## config.mk

```make
export PLATFORM = sky130hd
export DESIGN_NAME = path_type_segmenter
export DESIGN_NICKNAME = d
export VERILOG_FILES = /design/src/rtl/core/pts_pkg.sv /design/src/rtl/core/pts_ram.sv /design/src/rtl/core/pts_scan.sv /design/src/rtl/core/path_type_segmenter.sv
export SDC_FILE = /design/constraint.sdc
export NUM_CORES = 2
export LEC_CHECK = 0
export BUFFER_PORTS_ARGS = -buffer_cell sky130_fd_sc_hd__buf_2
export CORE_ASPECT_RATIO = 2
export CORE_UTILIZATION = 45
export CTS_CLUSTER_DIAMETER = 120
export DETAILED_ROUTE_END_ITERATION = 16
export MAX_ROUTING_LAYER = met4
export PLACE_DENSITY = 0.61
export SLEW_MARGIN = 20
export SYNTH_ARGS = -nofsm -noshare
export SYNTH_HDL_FRONTEND = slang
export SYNTH_HIERARCHICAL = 1
export SYNTH_SLANG_ARGS = --single-unit
```

## constraint.sdc

```tcl
create_clock -name clk -period 17.5 [get_ports clk]
set_input_delay 2.625 -clock clk [delete_from_list [all_inputs] [get_ports clk]]
set_output_delay 2.625 -clock clk [all_outputs]
set_load 0.01 [all_outputs]
```

## src/rtl/core/pts_pkg.sv

```systemverilog
`timescale 1ns / 1ps
// Shared types and constants of the path type segmenter.
package pts_pkg;

  localparam int CMD_W       = 3;
  localparam int TYPE_W      = 8;
  localparam int KIND_W      = 3;
  localparam int COUNT_W     = 9;
  localparam int INDEX_W     = 8;
  localparam int IN_TDATA_W  = 16;
  localparam int OUT_TDATA_W = 32;

  localparam int MARKER_BIT = 5;
  localparam int CLOSE_BIT  = 7;

  localparam logic [KIND_W-1:0] KIND_START = 3'd0;
  localparam logic [KIND_W-1:0] KIND_LINE  = 3'd1;

  typedef enum logic [CMD_W-1:0] {
    CMD_CLEAR   = 3'd0,
    CMD_LOAD    = 3'd1,
    CMD_SUBPATH = 3'd2,
    CMD_MARKER  = 3'd3,
    CMD_RUN     = 3'd4,
    CMD_COUNT   = 3'd5,
    CMD_REWIND  = 3'd6
  } cmd_e_t;

  // Result item, last field in the lowest bits.
  typedef struct packed {
    logic               overflow;
    logic               is_closed;
    logic [KIND_W-1:0]  run_kind;
    logic [INDEX_W-1:0] end_index;
    logic [INDEX_W-1:0] start_index;
    logic [COUNT_W-1:0] result_count;
  } res_t;

  typedef struct packed {
    logic   start;
    cmd_e_t cmd;
  } scan_ctl_t;

  typedef struct packed {
    logic              done;
    logic [TYPE_W-1:0] last_byte;
  } scan_sts_t;

endpackage

```

## src/rtl/core/pts_ram.sv

```systemverilog
`timescale 1ns / 1ps
// Generic single-write, single-read RAM with registered read data.
module pts_ram #(
  parameter int DATA_W = 8,
  parameter int DEPTH  = 256,
  localparam int AW    = (DEPTH > 1) ? $clog2(DEPTH) : 1
) (
  input  logic              clk,
  input  logic              we,
  input  logic [AW-1:0]     waddr,
  input  logic [DATA_W-1:0] wdata,
  input  logic [AW-1:0]     raddr,
  output logic [DATA_W-1:0] rdata
);

  logic [DATA_W-1:0] mem_r [DEPTH];
  logic [DATA_W-1:0] rdata_r;

  always_ff @(posedge clk) begin
    if (we) begin
      mem_r[waddr] <= wdata;
    end
    rdata_r <= mem_r[raddr];
  end

  assign rdata = rdata_r;

endmodule

```

## src/rtl/core/pts_scan.sv

```systemverilog
`timescale 1ns / 1ps
// Scan unit: walks the type table one entry per cycle until a boundary or the limit.
module pts_scan import pts_pkg::*; #(
  parameter int MAX_POINTS = 256,
  localparam int AW = $clog2(MAX_POINTS),
  localparam int CW = $clog2(MAX_POINTS + 1)
) (
  input  logic              clk,
  input  logic              rst_n,
  input  scan_ctl_t         ctl,
  input  logic [CW-1:0]     first_idx,
  input  logic [CW-1:0]     limit,
  input  logic [TYPE_W-1:0] rd_data,
  output logic [AW-1:0]     rd_addr,
  output scan_sts_t         sts,
  output logic [CW-1:0]     end_idx,
  output logic [CW-1:0]     acc
);

  logic              busy_r, busy_nxt;
  logic              first_r, first_nxt;
  logic [CW-1:0]     i_r, i_nxt;
  logic [CW-1:0]     limit_r, limit_nxt;
  logic [CW-1:0]     acc_r, acc_nxt;
  logic [TYPE_W-1:0] byte_r, byte_nxt;
  cmd_e_t            cmd_r, cmd_nxt;
  logic [CW-1:0]     i_plus1;
  logic [KIND_W-1:0] kind;
  logic              stop;
  logic              adv;
  logic [CW-1:0]     end_sel;

  assign i_plus1 = i_r + CW'(1);
  assign kind    = rd_data[KIND_W-1:0];

  always_comb begin
    busy_nxt  = busy_r;
    first_nxt = first_r;
    i_nxt     = i_r;
    limit_nxt = limit_r;
    acc_nxt   = acc_r;
    byte_nxt  = byte_r;
    cmd_nxt   = cmd_r;
    stop      = 1'b0;
    adv       = 1'b0;
    end_sel   = i_r;
    if (ctl.start) begin
      busy_nxt  = 1'b1;
      first_nxt = 1'b1;
      i_nxt     = first_idx;
      limit_nxt = limit;
      acc_nxt   = '0;
      cmd_nxt   = ctl.cmd;
    end else if (busy_r) begin
      // rd_data holds the entry at i_r
      if (i_r >= limit_r) begin
        stop = 1'b1;
      end else begin
        case (cmd_r)
          CMD_SUBPATH: begin
            if (!first_r && kind == KIND_START) stop = 1'b1;
            else adv = 1'b1;
          end
          CMD_MARKER: begin
            if (rd_data[MARKER_BIT]) begin
              stop    = 1'b1;
              end_sel = i_plus1;
            end else begin
              adv = 1'b1;
            end
          end
          CMD_RUN: begin
            if (!first_r && kind != byte_r[KIND_W-1:0]) stop = 1'b1;
            else adv = 1'b1;
          end
          CMD_COUNT: begin
            adv = 1'b1;
            if (kind == KIND_START) acc_nxt = acc_r + CW'(1);
          end
          default: begin
            stop = 1'b1;
          end
        endcase
      end
      if (adv) begin
        i_nxt     = i_plus1;
        first_nxt = 1'b0;
        byte_nxt  = rd_data;
      end
      if (stop) busy_nxt = 1'b0;
    end
  end

  // Prefetch the next entry so one entry is checked per cycle.
  assign rd_addr = ctl.start ? first_idx[AW-1:0] : i_plus1[AW-1:0];

  assign sts.done      = stop;
  assign sts.last_byte = byte_r;
  assign end_idx       = end_sel;
  assign acc           = acc_r;

  always_ff @(posedge clk) begin
    if (!rst_n) begin
      busy_r <= 1'b0;
    end else begin
      busy_r <= busy_nxt;
    end
  end

  always_ff @(posedge clk) begin
    first_r <= first_nxt;
    i_r     <= i_nxt;
    limit_r <= limit_nxt;
    acc_r   <= acc_nxt;
    byte_r  <= byte_nxt;
    cmd_r   <= cmd_nxt;
  end

endmodule

```

## src/rtl/core/path_type_segmenter.sv

```systemverilog
`timescale 1ns / 1ps
// Top level: command sequencer, cursors, type table and result register.
//
//  channel | dir | ports                      | item
//  --------+-----+----------------------------+----------------------------------
//  in      | in  | in_tvalid/tready/tdata     | command, type_byte
//  out     | out | out_tvalid/tready/tdata    | count, start, end, kind, closed, ovf
//
// Clear, load, rewind and early-out queries go from idle straight to the done
// state, which registers the result onto out_tdata. Scanning queries pass
// through the scan state first, one table entry per cycle through the single
// RAM read port. in_tready is low while a command is in progress; a result
// waiting on out_tready holds the next command only in its done state.
// Reset (rst_n low, synchronous) empties the table and zeroes all cursors.
module path_type_segmenter import pts_pkg::*; #(
  parameter int MAX_POINTS = 256
) (
  input  logic                   clk,
  input  logic                   rst_n,
  input  logic                   in_tvalid,
  output logic                   in_tready,
  input  logic [IN_TDATA_W-1:0]  in_tdata,   // [2:0] command, [10:3] type_byte
  output logic                   out_tvalid,
  input  logic                   out_tready,
  output logic [OUT_TDATA_W-1:0] out_tdata   // [8:0] result_count, [16:9] start_index,
                                             // [24:17] end_index, [27:25] run_kind,
                                             // [28] is_closed, [29] overflow
);

  localparam int AW = $clog2(MAX_POINTS);
  localparam int CW = $clog2(MAX_POINTS + 1);
  localparam int WW = (CW > COUNT_W) ? CW : COUNT_W;
  localparam logic [CW-1:0] MAX_CNT = CW'(MAX_POINTS);

  typedef enum logic [2:0] {
    ST_IDLE = 3'b001,
    ST_SCAN = 3'b010,
    ST_DONE = 3'b100
  } state_t;

  state_t            state_r, state_nxt;
  logic [CW-1:0]     pt_r, pt_nxt;
  logic [CW-1:0]     mc_r, mc_nxt;
  logic [CW-1:0]     sc_r, sc_nxt;
  logic [CW-1:0]     rc_r, rc_nxt;
  logic [CW-1:0]     base_r, base_nxt;
  cmd_e_t            cmd_r, cmd_nxt;
  res_t              res_r, res_nxt;
  logic              out_tvalid_r, out_tvalid_nxt;
  logic [OUT_TDATA_W-1:0] out_tdata_r, out_tdata_nxt;

  logic              in_fire;
  cmd_e_t            in_cmd;
  logic [TYPE_W-1:0] in_type;

  scan_ctl_t         scan_ctl;
  scan_sts_t         scan_sts;
  logic [CW-1:0]     scan_first;
  logic [CW-1:0]     scan_limit;
  logic [CW-1:0]     scan_end;
  logic [CW-1:0]     scan_acc;

  logic              ram_we;
  logic [AW-1:0]     ram_raddr;
  logic [TYPE_W-1:0] ram_rdata;

  logic [CW-1:0]     run_len;
  logic [CW-1:0]     last_idx;
  logic [WW-1:0]     cnt_w;
  logic [WW-1:0]     st_w;
  logic [WW-1:0]     en_w;
  logic [WW-1:0]     acc_w;

  assign in_tready = (state_r == ST_IDLE);
  assign in_fire   = in_tvalid && in_tready;
  assign in_cmd    = cmd_e_t'(in_tdata[CMD_W-1:0]);
  assign in_type   = in_tdata[CMD_W +: TYPE_W];

  assign run_len  = scan_end - base_r;
  assign last_idx = scan_end - CW'(1);
  assign cnt_w    = WW'(run_len);
  assign st_w     = WW'(base_r);
  assign en_w     = WW'(last_idx);
  assign acc_w    = WW'(scan_acc);

  always_comb begin
    state_nxt      = state_r;
    pt_nxt         = pt_r;
    mc_nxt         = mc_r;
    sc_nxt         = sc_r;
    rc_nxt         = rc_r;
    base_nxt       = base_r;
    cmd_nxt        = cmd_r;
    res_nxt        = res_r;
    out_tvalid_nxt = out_tvalid_r;
    out_tdata_nxt  = out_tdata_r;
    ram_we         = 1'b0;
    scan_ctl.start = 1'b0;
    scan_ctl.cmd   = in_cmd;
    scan_first     = '0;
    scan_limit     = pt_r;

    if (out_tvalid_r && out_tready) out_tvalid_nxt = 1'b0;

    case (state_r)
      ST_IDLE: begin
        if (in_fire) begin
          cmd_nxt   = in_cmd;
          res_nxt   = '0;
          state_nxt = ST_DONE;
          case (in_cmd)
            CMD_CLEAR: begin
              pt_nxt = '0;
              mc_nxt = '0;
              sc_nxt = '0;
              rc_nxt = '0;
            end
            CMD_LOAD: begin
              if (pt_r < MAX_CNT) begin
                ram_we = 1'b1;
                pt_nxt = pt_r + CW'(1);
              end else begin
                res_nxt.overflow = 1'b1;
              end
            end
            CMD_SUBPATH: begin
              if (pt_r == '0) begin
                // empty table: all zero
              end else if (sc_r >= pt_r) begin
                res_nxt.is_closed = 1'b1;
              end else begin
                scan_ctl.start = 1'b1;
                scan_first     = sc_r;
                base_nxt       = sc_r;
                state_nxt      = ST_SCAN;
              end
            end
            CMD_MARKER: begin
              if (mc_r < pt_r) begin
                scan_ctl.start = 1'b1;
                scan_first     = mc_r;
                base_nxt       = mc_r;
                state_nxt      = ST_SCAN;
              end
            end
            CMD_RUN: begin
              if (pt_r != '0 && sc_r != '0 && rc_r < sc_r) begin
                scan_ctl.start = 1'b1;
                // one-point subpath: read that point itself
                scan_first     = ((sc_r - rc_r) == CW'(1)) ? rc_r : rc_r + CW'(1);
                scan_limit     = sc_r;
                base_nxt       = rc_r;
                state_nxt      = ST_SCAN;
              end
            end
            CMD_COUNT: begin
              scan_ctl.start = 1'b1;
              scan_first     = '0;
              state_nxt      = ST_SCAN;
            end
            CMD_REWIND: begin
              mc_nxt = '0;
              sc_nxt = '0;
              rc_nxt = '0;
            end
            default: begin
            end
          endcase
        end
      end
      ST_SCAN: begin
        if (scan_sts.done) begin
          state_nxt = ST_DONE;
          res_nxt   = '0;
          case (cmd_r)
            CMD_SUBPATH: begin
              res_nxt.result_count = cnt_w[COUNT_W-1:0];
              res_nxt.start_index  = st_w[INDEX_W-1:0];
              res_nxt.end_index    = en_w[INDEX_W-1:0];
              res_nxt.is_closed    = scan_sts.last_byte[CLOSE_BIT];
              rc_nxt               = base_r;
              sc_nxt               = scan_end;
            end
            CMD_MARKER: begin
              res_nxt.result_count = cnt_w[COUNT_W-1:0];
              res_nxt.start_index  = st_w[INDEX_W-1:0];
              res_nxt.end_index    = en_w[INDEX_W-1:0];
              mc_nxt               = scan_end;
            end
            CMD_RUN: begin
              res_nxt.result_count = cnt_w[COUNT_W-1:0];
              res_nxt.start_index  = st_w[INDEX_W-1:0];
              res_nxt.end_index    = en_w[INDEX_W-1:0];
              res_nxt.run_kind     = scan_sts.last_byte[KIND_W-1:0];
              // a line run shares its last point with the next run
              if (scan_sts.last_byte[KIND_W-1:0] == KIND_LINE && scan_end != sc_r) begin
                rc_nxt = last_idx;
              end else begin
                rc_nxt = scan_end;
              end
            end
            CMD_COUNT: begin
              res_nxt.result_count = acc_w[COUNT_W-1:0];
            end
            default: begin
            end
          endcase
        end
      end
      ST_DONE: begin
        if (!out_tvalid_r || out_tready) begin
          out_tvalid_nxt = 1'b1;
          out_tdata_nxt  = OUT_TDATA_W'(res_r);
          state_nxt      = ST_IDLE;
        end
      end
      default: begin
        state_nxt = ST_IDLE;
      end
    endcase
  end

  pts_ram #(
    .DATA_W (TYPE_W),
    .DEPTH  (MAX_POINTS)
  ) u_table (
    .clk   (clk),
    .we    (ram_we),
    .waddr (pt_r[AW-1:0]),
    .wdata (in_type),
    .raddr (ram_raddr),
    .rdata (ram_rdata)
  );

  pts_scan #(
    .MAX_POINTS (MAX_POINTS)
  ) u_scan (
    .clk       (clk),
    .rst_n     (rst_n),
    .ctl       (scan_ctl),
    .first_idx (scan_first),
    .limit     (scan_limit),
    .rd_data   (ram_rdata),
    .rd_addr   (ram_raddr),
    .sts       (scan_sts),
    .end_idx   (scan_end),
    .acc       (scan_acc)
  );

  always_ff @(posedge clk) begin
    if (!rst_n) begin
      state_r      <= ST_IDLE;
      pt_r         <= '0;
      mc_r         <= '0;
      sc_r         <= '0;
      rc_r         <= '0;
      out_tvalid_r <= 1'b0;
    end else begin
      state_r      <= state_nxt;
      pt_r         <= pt_nxt;
      mc_r         <= mc_nxt;
      sc_r         <= sc_nxt;
      rc_r         <= rc_nxt;
      out_tvalid_r <= out_tvalid_nxt;
    end
  end

  always_ff @(posedge clk) begin
    base_r      <= base_nxt;
    cmd_r       <= cmd_nxt;
    res_r       <= res_nxt;
    out_tdata_r <= out_tdata_nxt;
  end

  assign out_tvalid = out_tvalid_r;
  assign out_tdata  = out_tdata_r;

endmodule
```

## Word level (Yosys, flattened, before mapping)

Memories as Yosys holds them, arrays and structs flattened. A register that Yosys moved wholly into a read port is not among the register bits.
Index checks and enable logic that the tools add are counted.

| word-level totals | value |
|---|---|
| output and inout bits | 34 |
| RAM bits | 2048 |
| memories | 1 |
| input port bits | 20 |
| logic and storage cells | 201 |
| bits in registers | 152 |

Memories:

| name | depth | bits a word | read ports | clocked after memory_dff | write ports | line | source |
|---|---|---|---|---|---|---|---|
| u_table.mem_r | 256 | 8 | 1 | 1 | 1 | pts_ram.sv:16 | `logic [DATA_W-1:0] mem_r [DEPTH];` |

| cells by class | value |
|---|---|
| add/subtract/negate cells | 7 |
| reductions and logical operators | 35 |
| equal/unequal tests | 33 |
| magnitude comparators | 5 |
| muxes and demuxes | 96 |
| bitwise operators | 2 |

Operators with widths:

| operator | count |
|---|---|
| 2-to-1 mux 9 bit | 32 |
| case mux 9 bit (2 select lines) | 6 |
| 2-to-1 mux 30 bit | 2 |
| case mux 30 bit (2 select lines) | 1 |
| case mux 9 bit (3 select lines) | 2 |
| 2-to-1 mux 1 bit | 38 |
| adder 9 x 1 -> 9 bit (second input constant) | 4 |
| equality test 3 bit (second input constant) | 8 |
| 2-to-1 mux 3 bit | 8 |
| equality test 3 x 2 -> 1 bit (second input constant) | 7 |
| >= comparator 9 bit | 2 |
| < comparator 9 bit | 2 |
| inequality test 2 bit (second input constant) | 9 |
| nonzero test 9 bit | 2 |
| subtractor 9 bit | 2 |
| 2-to-1 mux 16 bit | 1 |
| AND reduction 5 bit | 3 |
| case mux 1 bit (4 select lines) | 3 |
| case mux 3 bit (4 select lines) | 1 |
| equality test 3 x 1 -> 1 bit (second input constant) | 3 |
| equality test 9 x 1 -> 1 bit (second input constant) | 1 |
| zero test 9 bit | 1 |
| < comparator 9 bit (second input constant) | 1 |
| inequality test 9 bit | 1 |
| other kinds (19) | 38 |

## Longest topological paths before layout

| logic depth | value |
|---|---|
| depth after elaboration | 14 |
| gate-level depth with buffers | 26 |
| mapped depth without buffers | 23 |

## Hierarchy

The synthesis kept the hierarchy.

By module, submodules not included:

| module | sequential area each (um2) | cells each | times used | area each (um2) |
|---|---|---|---|---|
| pts_ram | 61659.1 | 3733 | 1 | 79556.3 |
| path_type_segmenter | 2962.8 | 664 | 1 | 6456.2 |
| pts_scan | 1091.0 | 200 | 1 | 2278.4 |

## Least setup slack after synthesis

No wires, ideal clock.

| timing path | value |
|---|---|
| path type | input -> register |
| start | input in_tdata[0] |
| end | register res_r[7] in the netlist's numbering, data pin |
| data required time | 17243 ps |
| library setup time | 257 ps |
| buffers on the path | 3 |
| path slack | 10067 ps |
| cell stages on the path | 18 |
| arrival time | 7177 ps |
| path through | clkbuf_1 o31a_1 a21oi_1 a211oi_1 clkbuf_1 and4b_1 buf_2 nand2_1 mux2_2 ha_1 nor2b_1 o21ai_0 a21oi_1 o21ai_0 a21boi_0 o21a_1 or3_1 a32o_1 |

RTL lines:

| what | line | source |
|---|---|---|
| start, declared | path_type_segmenter.sv:22 | `input logic [IN_TDATA_W-1:0] in_tdata,` |
| end signal, assigned | path_type_segmenter.sv:271 | `res_r <= res_nxt;` |
| end, declared | path_type_segmenter.sv:48 | `res_t res_r, res_nxt;` |

## Worst setup path in the final report

| timing path | value |
|---|---|
| start | input in_tvalid |
| end | register u_table.rdata_r[5] (netlist: u_table/rdata[5]) (read register of u_table.mem_r) |

| on the way | value |
|---|---|
| word-level cells in the longest chain between the ends | 4 |
| elaborated cells on any way between the ends | 6 |
| those cells by class | mux: 5; reduce/logical: 1 |

RTL lines:

| what | line | source |
|---|---|---|
| start, declared | path_type_segmenter.sv:20 | `input logic in_tvalid,` |
| logical AND 1 bit | path_type_segmenter.sv:75 | `assign in_fire = in_tvalid && in_tready;` |
| 2-to-1 mux 9 bit | path_type_segmenter.sv:107 | `if (in_fire) begin` |
| 2-to-1 mux 9 bit | path_type_segmenter.sv:105 | `case (state_r)` |
| via scan_first[0] | path_type_segmenter.sv:58 | `logic [CW-1:0] scan_first;` |
| 2-to-1 mux 8 bit | pts_scan.sv:95 | `assign rd_addr = ctl.start ? first_idx[AW-1:0] : i_plus1[AW-1:0];` |
| via ram_raddr[0] | path_type_segmenter.sv:64 | `logic [AW-1:0] ram_raddr;` |
| end, declared | pts_ram.sv:17 | `logic [DATA_W-1:0] rdata_r;` |

The timed path passes the listed nets, and every way through them passes these cells.
A chain may end at the register's enable or synchronous reset.

==> summary.md <==
| Metric | Value |
|---|---|
| Syn_area_per_cell | 17.4 um2 |
| Post-CTS Setup Repair Bufs | 0 |
| Largest net degree at the start of global routing | about 170 |
| Iteration-0 DRC Markers | 2561 |
| CP max FO | 85 |
| H-tree Lvls | 3 |
| Startpoint of the worst hold path | res_r[21] |
| Crit share post-route | 49.3% |
| Slowest cell on the critical path | nor4_2 |
| IO Port Bufs | 43 |
| I/O Pins | 54 |
| Final worst slack | a little under 9 ns |
| Slew @ Worst Pin | 1.37 ns |
| Worst VDD drop | roughly 0.08 mV |
| Core ar. | about 130000 um2 |
| CP arrival | 9.20 ns |
| Final setup TNS | 0 ns |
| GRT overflow | 0 |
| Warnings from Yosys | 6 |
| Worst r2r src | sc_r[0] |
| Clock-pin slew of the registers on the worst-case setup and hold paths | about 0.070 ns |
| # setup viols final | 0 |
| Drt via density | 5.94 |
| Crit-path max cell delay | 1.05 ns |
| Crit path required time | 18.08 ns |
| Die Wd | 259 um |
| Root Buffer | clkbuf_16 |
| Final hold slack | 0.424 ns |
| Class of the most critical hold timing path | flop to flop |
| LEAKAGE | between 20 and 25 nW |
| Final WL | between 150000 and 200000 um |
| First-pass GRT wire length | between 200000 and 250000 um |
| Routed Antenna Nets | 0 |
| Drt pass-1 iters | 5 |
| HPWL after DPL | 100000 um |
| Final Max Slew Viols | 0 |
| Hold-fix buffer count after cts | 0 |
| Max Buffers Root-to-Sink | 3 |
| CTS Buf Count | 114 |
| Num rows | 188 |
| Fmax | between 100 and 150 MHz |
| Final hold violations | 0 |
| Crit Path Class | input pin to flop |
| Drt wl/cell | 29.3 um |
| Number of global-route vias before repair | 31735 |
| Fin crit period | 8.62 ns |
| Die Ht | 516 um |
| Gr usage total | 23.6% |
| Final Wtd Congestion | 0.950 |
| CTS tree | built |
| Die ar. | 134000 um2 |
| Max cap viols | 0 |
| Crit-path leading delay family | simple AND/OR/NAND/NOR gates |
| Antenna violations before repair | 1 |
| Crit path buf inv count | 5 |
| Resized Gates After CTS | 0 |
| Share of layout cells above drive strength 1 | 18.8% |
| Clock latency on the worst-skew pair | 0.74 ns |
| Total clock sinks | 1433 |
| Worst-case clock skew | 0.0292 ns |
| Critical path origin | in_tvalid |
| Mapped Area | 59500 um2 |
| Area Growth Syn to Fin | 8.97% |
| RSZ-0062 raised after global routing | no |
| Pre-CTS setup slack | around 8.2 ns |
| CP Cell Sequence | buf_2 > nand2_1 > or3_1 > inv_2 > nand3_1 > o22ai_1 > nand2_1 > o21ai_4 > buf_12 > buf_4 > buf_4 > mux4_2 > a22oi_1 > a31oi_1 > nor4_2 > nor4_1 |
| Filler cells | 10780 |
| Syn Inst Count | 3419 |
| Layout Nets | 3431 |
| Residual DRC | 0 |
| Max transition margin | 7.74% |
| Starting Density | a little under half |
| Startpoint Class | input pin |
| PD cells | 103 nW/um2 |
| Status | completed |
| Worst setup EP type | flop |
| Pwr Total | 0.00665 W |
| Vias | 30744 |
## through the flow
stage | cell area (um2) | std cells | utilization (%)
final | 64800 | 5172 | 49.5
after floorplan | 59500 | 3420 | -
after CTS | 64700 | 5167 | 49.4
after detailed placement | 60900 | 4952 | 46.4
after global routing | 64800 | 5170 | 49.4
after global placement | 60800 | 4950 | 46.4
## metal layers
layer / global-route usage (%) / up-vias / wire length (um)
li1: - / 13384 / -
met1: 23.5 / 16036 / 49700
met2: 43.8 / 989 / 85200
met3: 2.73 / 335 / 6860
met4: 13.6 / 0 / 9900
met5: - / - / 0
## worst register-to-register path: cells and delay by family (launching register included)
kind	cells	cell delay, ns
mux	1	0.68
buf+inv	4	2.46
compound gates	6	1.10
simple gates	5	2.05
xor+xnor	2	0.30
flops	1	0.60
fa+ha+maj	2	0.67
## flip-flops by register name (all words and copies together) (netlist names), 4 cells and up
| name | count |
|---|---|
| base_r | 9 |
| mc_r | 9 |
| out_tdata | 30 |
| pt_r | 9 |
| rc_r | 9 |
| res_r | 30 |
| sc_r | 9 |
| u_scan/acc | 9 |
| u_scan/byte_r | 4 |
| u_scan/i_r | 9 |
| u_scan/limit_r | 9 |
| u_table/mem_r | 1280 |
| u_table/rdata | 5 |
## cells in the final DEF (no fill, tap or decap), types with 16 or more instances in the layout
cell type	n
ha_1	49
nand2_1	91
nor3_1	24
bufinv_16	16
mux4_2	284
nand2b_1	16
nor2b_1	38
o21ai_0	39
a21boi_0	21
buf_4	67
inv_1	48
a21oi_1	92
o221ai_1	29
o22ai_1	45
dfxtp_1	56
buf_2	38
mux2i_1	89
clkinv_1	23
and3_1	20
clkinv_2	21
xnor2_1	48
a211oi_1	20
nand4_1	16
clkbuf_16	116
nor2_1	333
a22oi_1	88
edfxtp_1	1377
nand3_1	63
## final timing paths
| check | slack (ns) | cells after the start | endpoint |
|---|---|---|---|
| setup / recovery | 8.88 | 16 | u_table/rdata[5] |
| hold / removal | 0.42 | 0 | out_tdata[21] |
| setup reg to reg | 9.48 | 20 | u_table/rdata[5] |
| hold reg to reg | 0.42 | 0 | out_tdata[21] |
## power breakdown
part | total, W | switching [W] | internal (W)
Sequential | 0.00378 | 0.0000128 | 0.00377
Clock | 0.00268 | 0.00121 | 0.00146
Combinational | 0.000193 | 0.000134 | 0.0000589
Total | 0.00665 | 0.00136 | 0.00529
## area by class of cell
cell class / instances / area [um2] / share of cell area (%)
multi-input combinational: 1646 / 15200 / 23.5
sequential: 1433 / 42500 / 65.6
clock buffer: 130 / 2970 / 4.58
inverter: 50 / 188 / 0.290
antenna: 3 / 7.51 / 0.0116
timing repair buffer: 115 / 868 / 1.34
clock inverter: 85 / 907 / 1.40
tap: 1710 / 2140 / 3.30
Power figures use the tool's default switching activity.
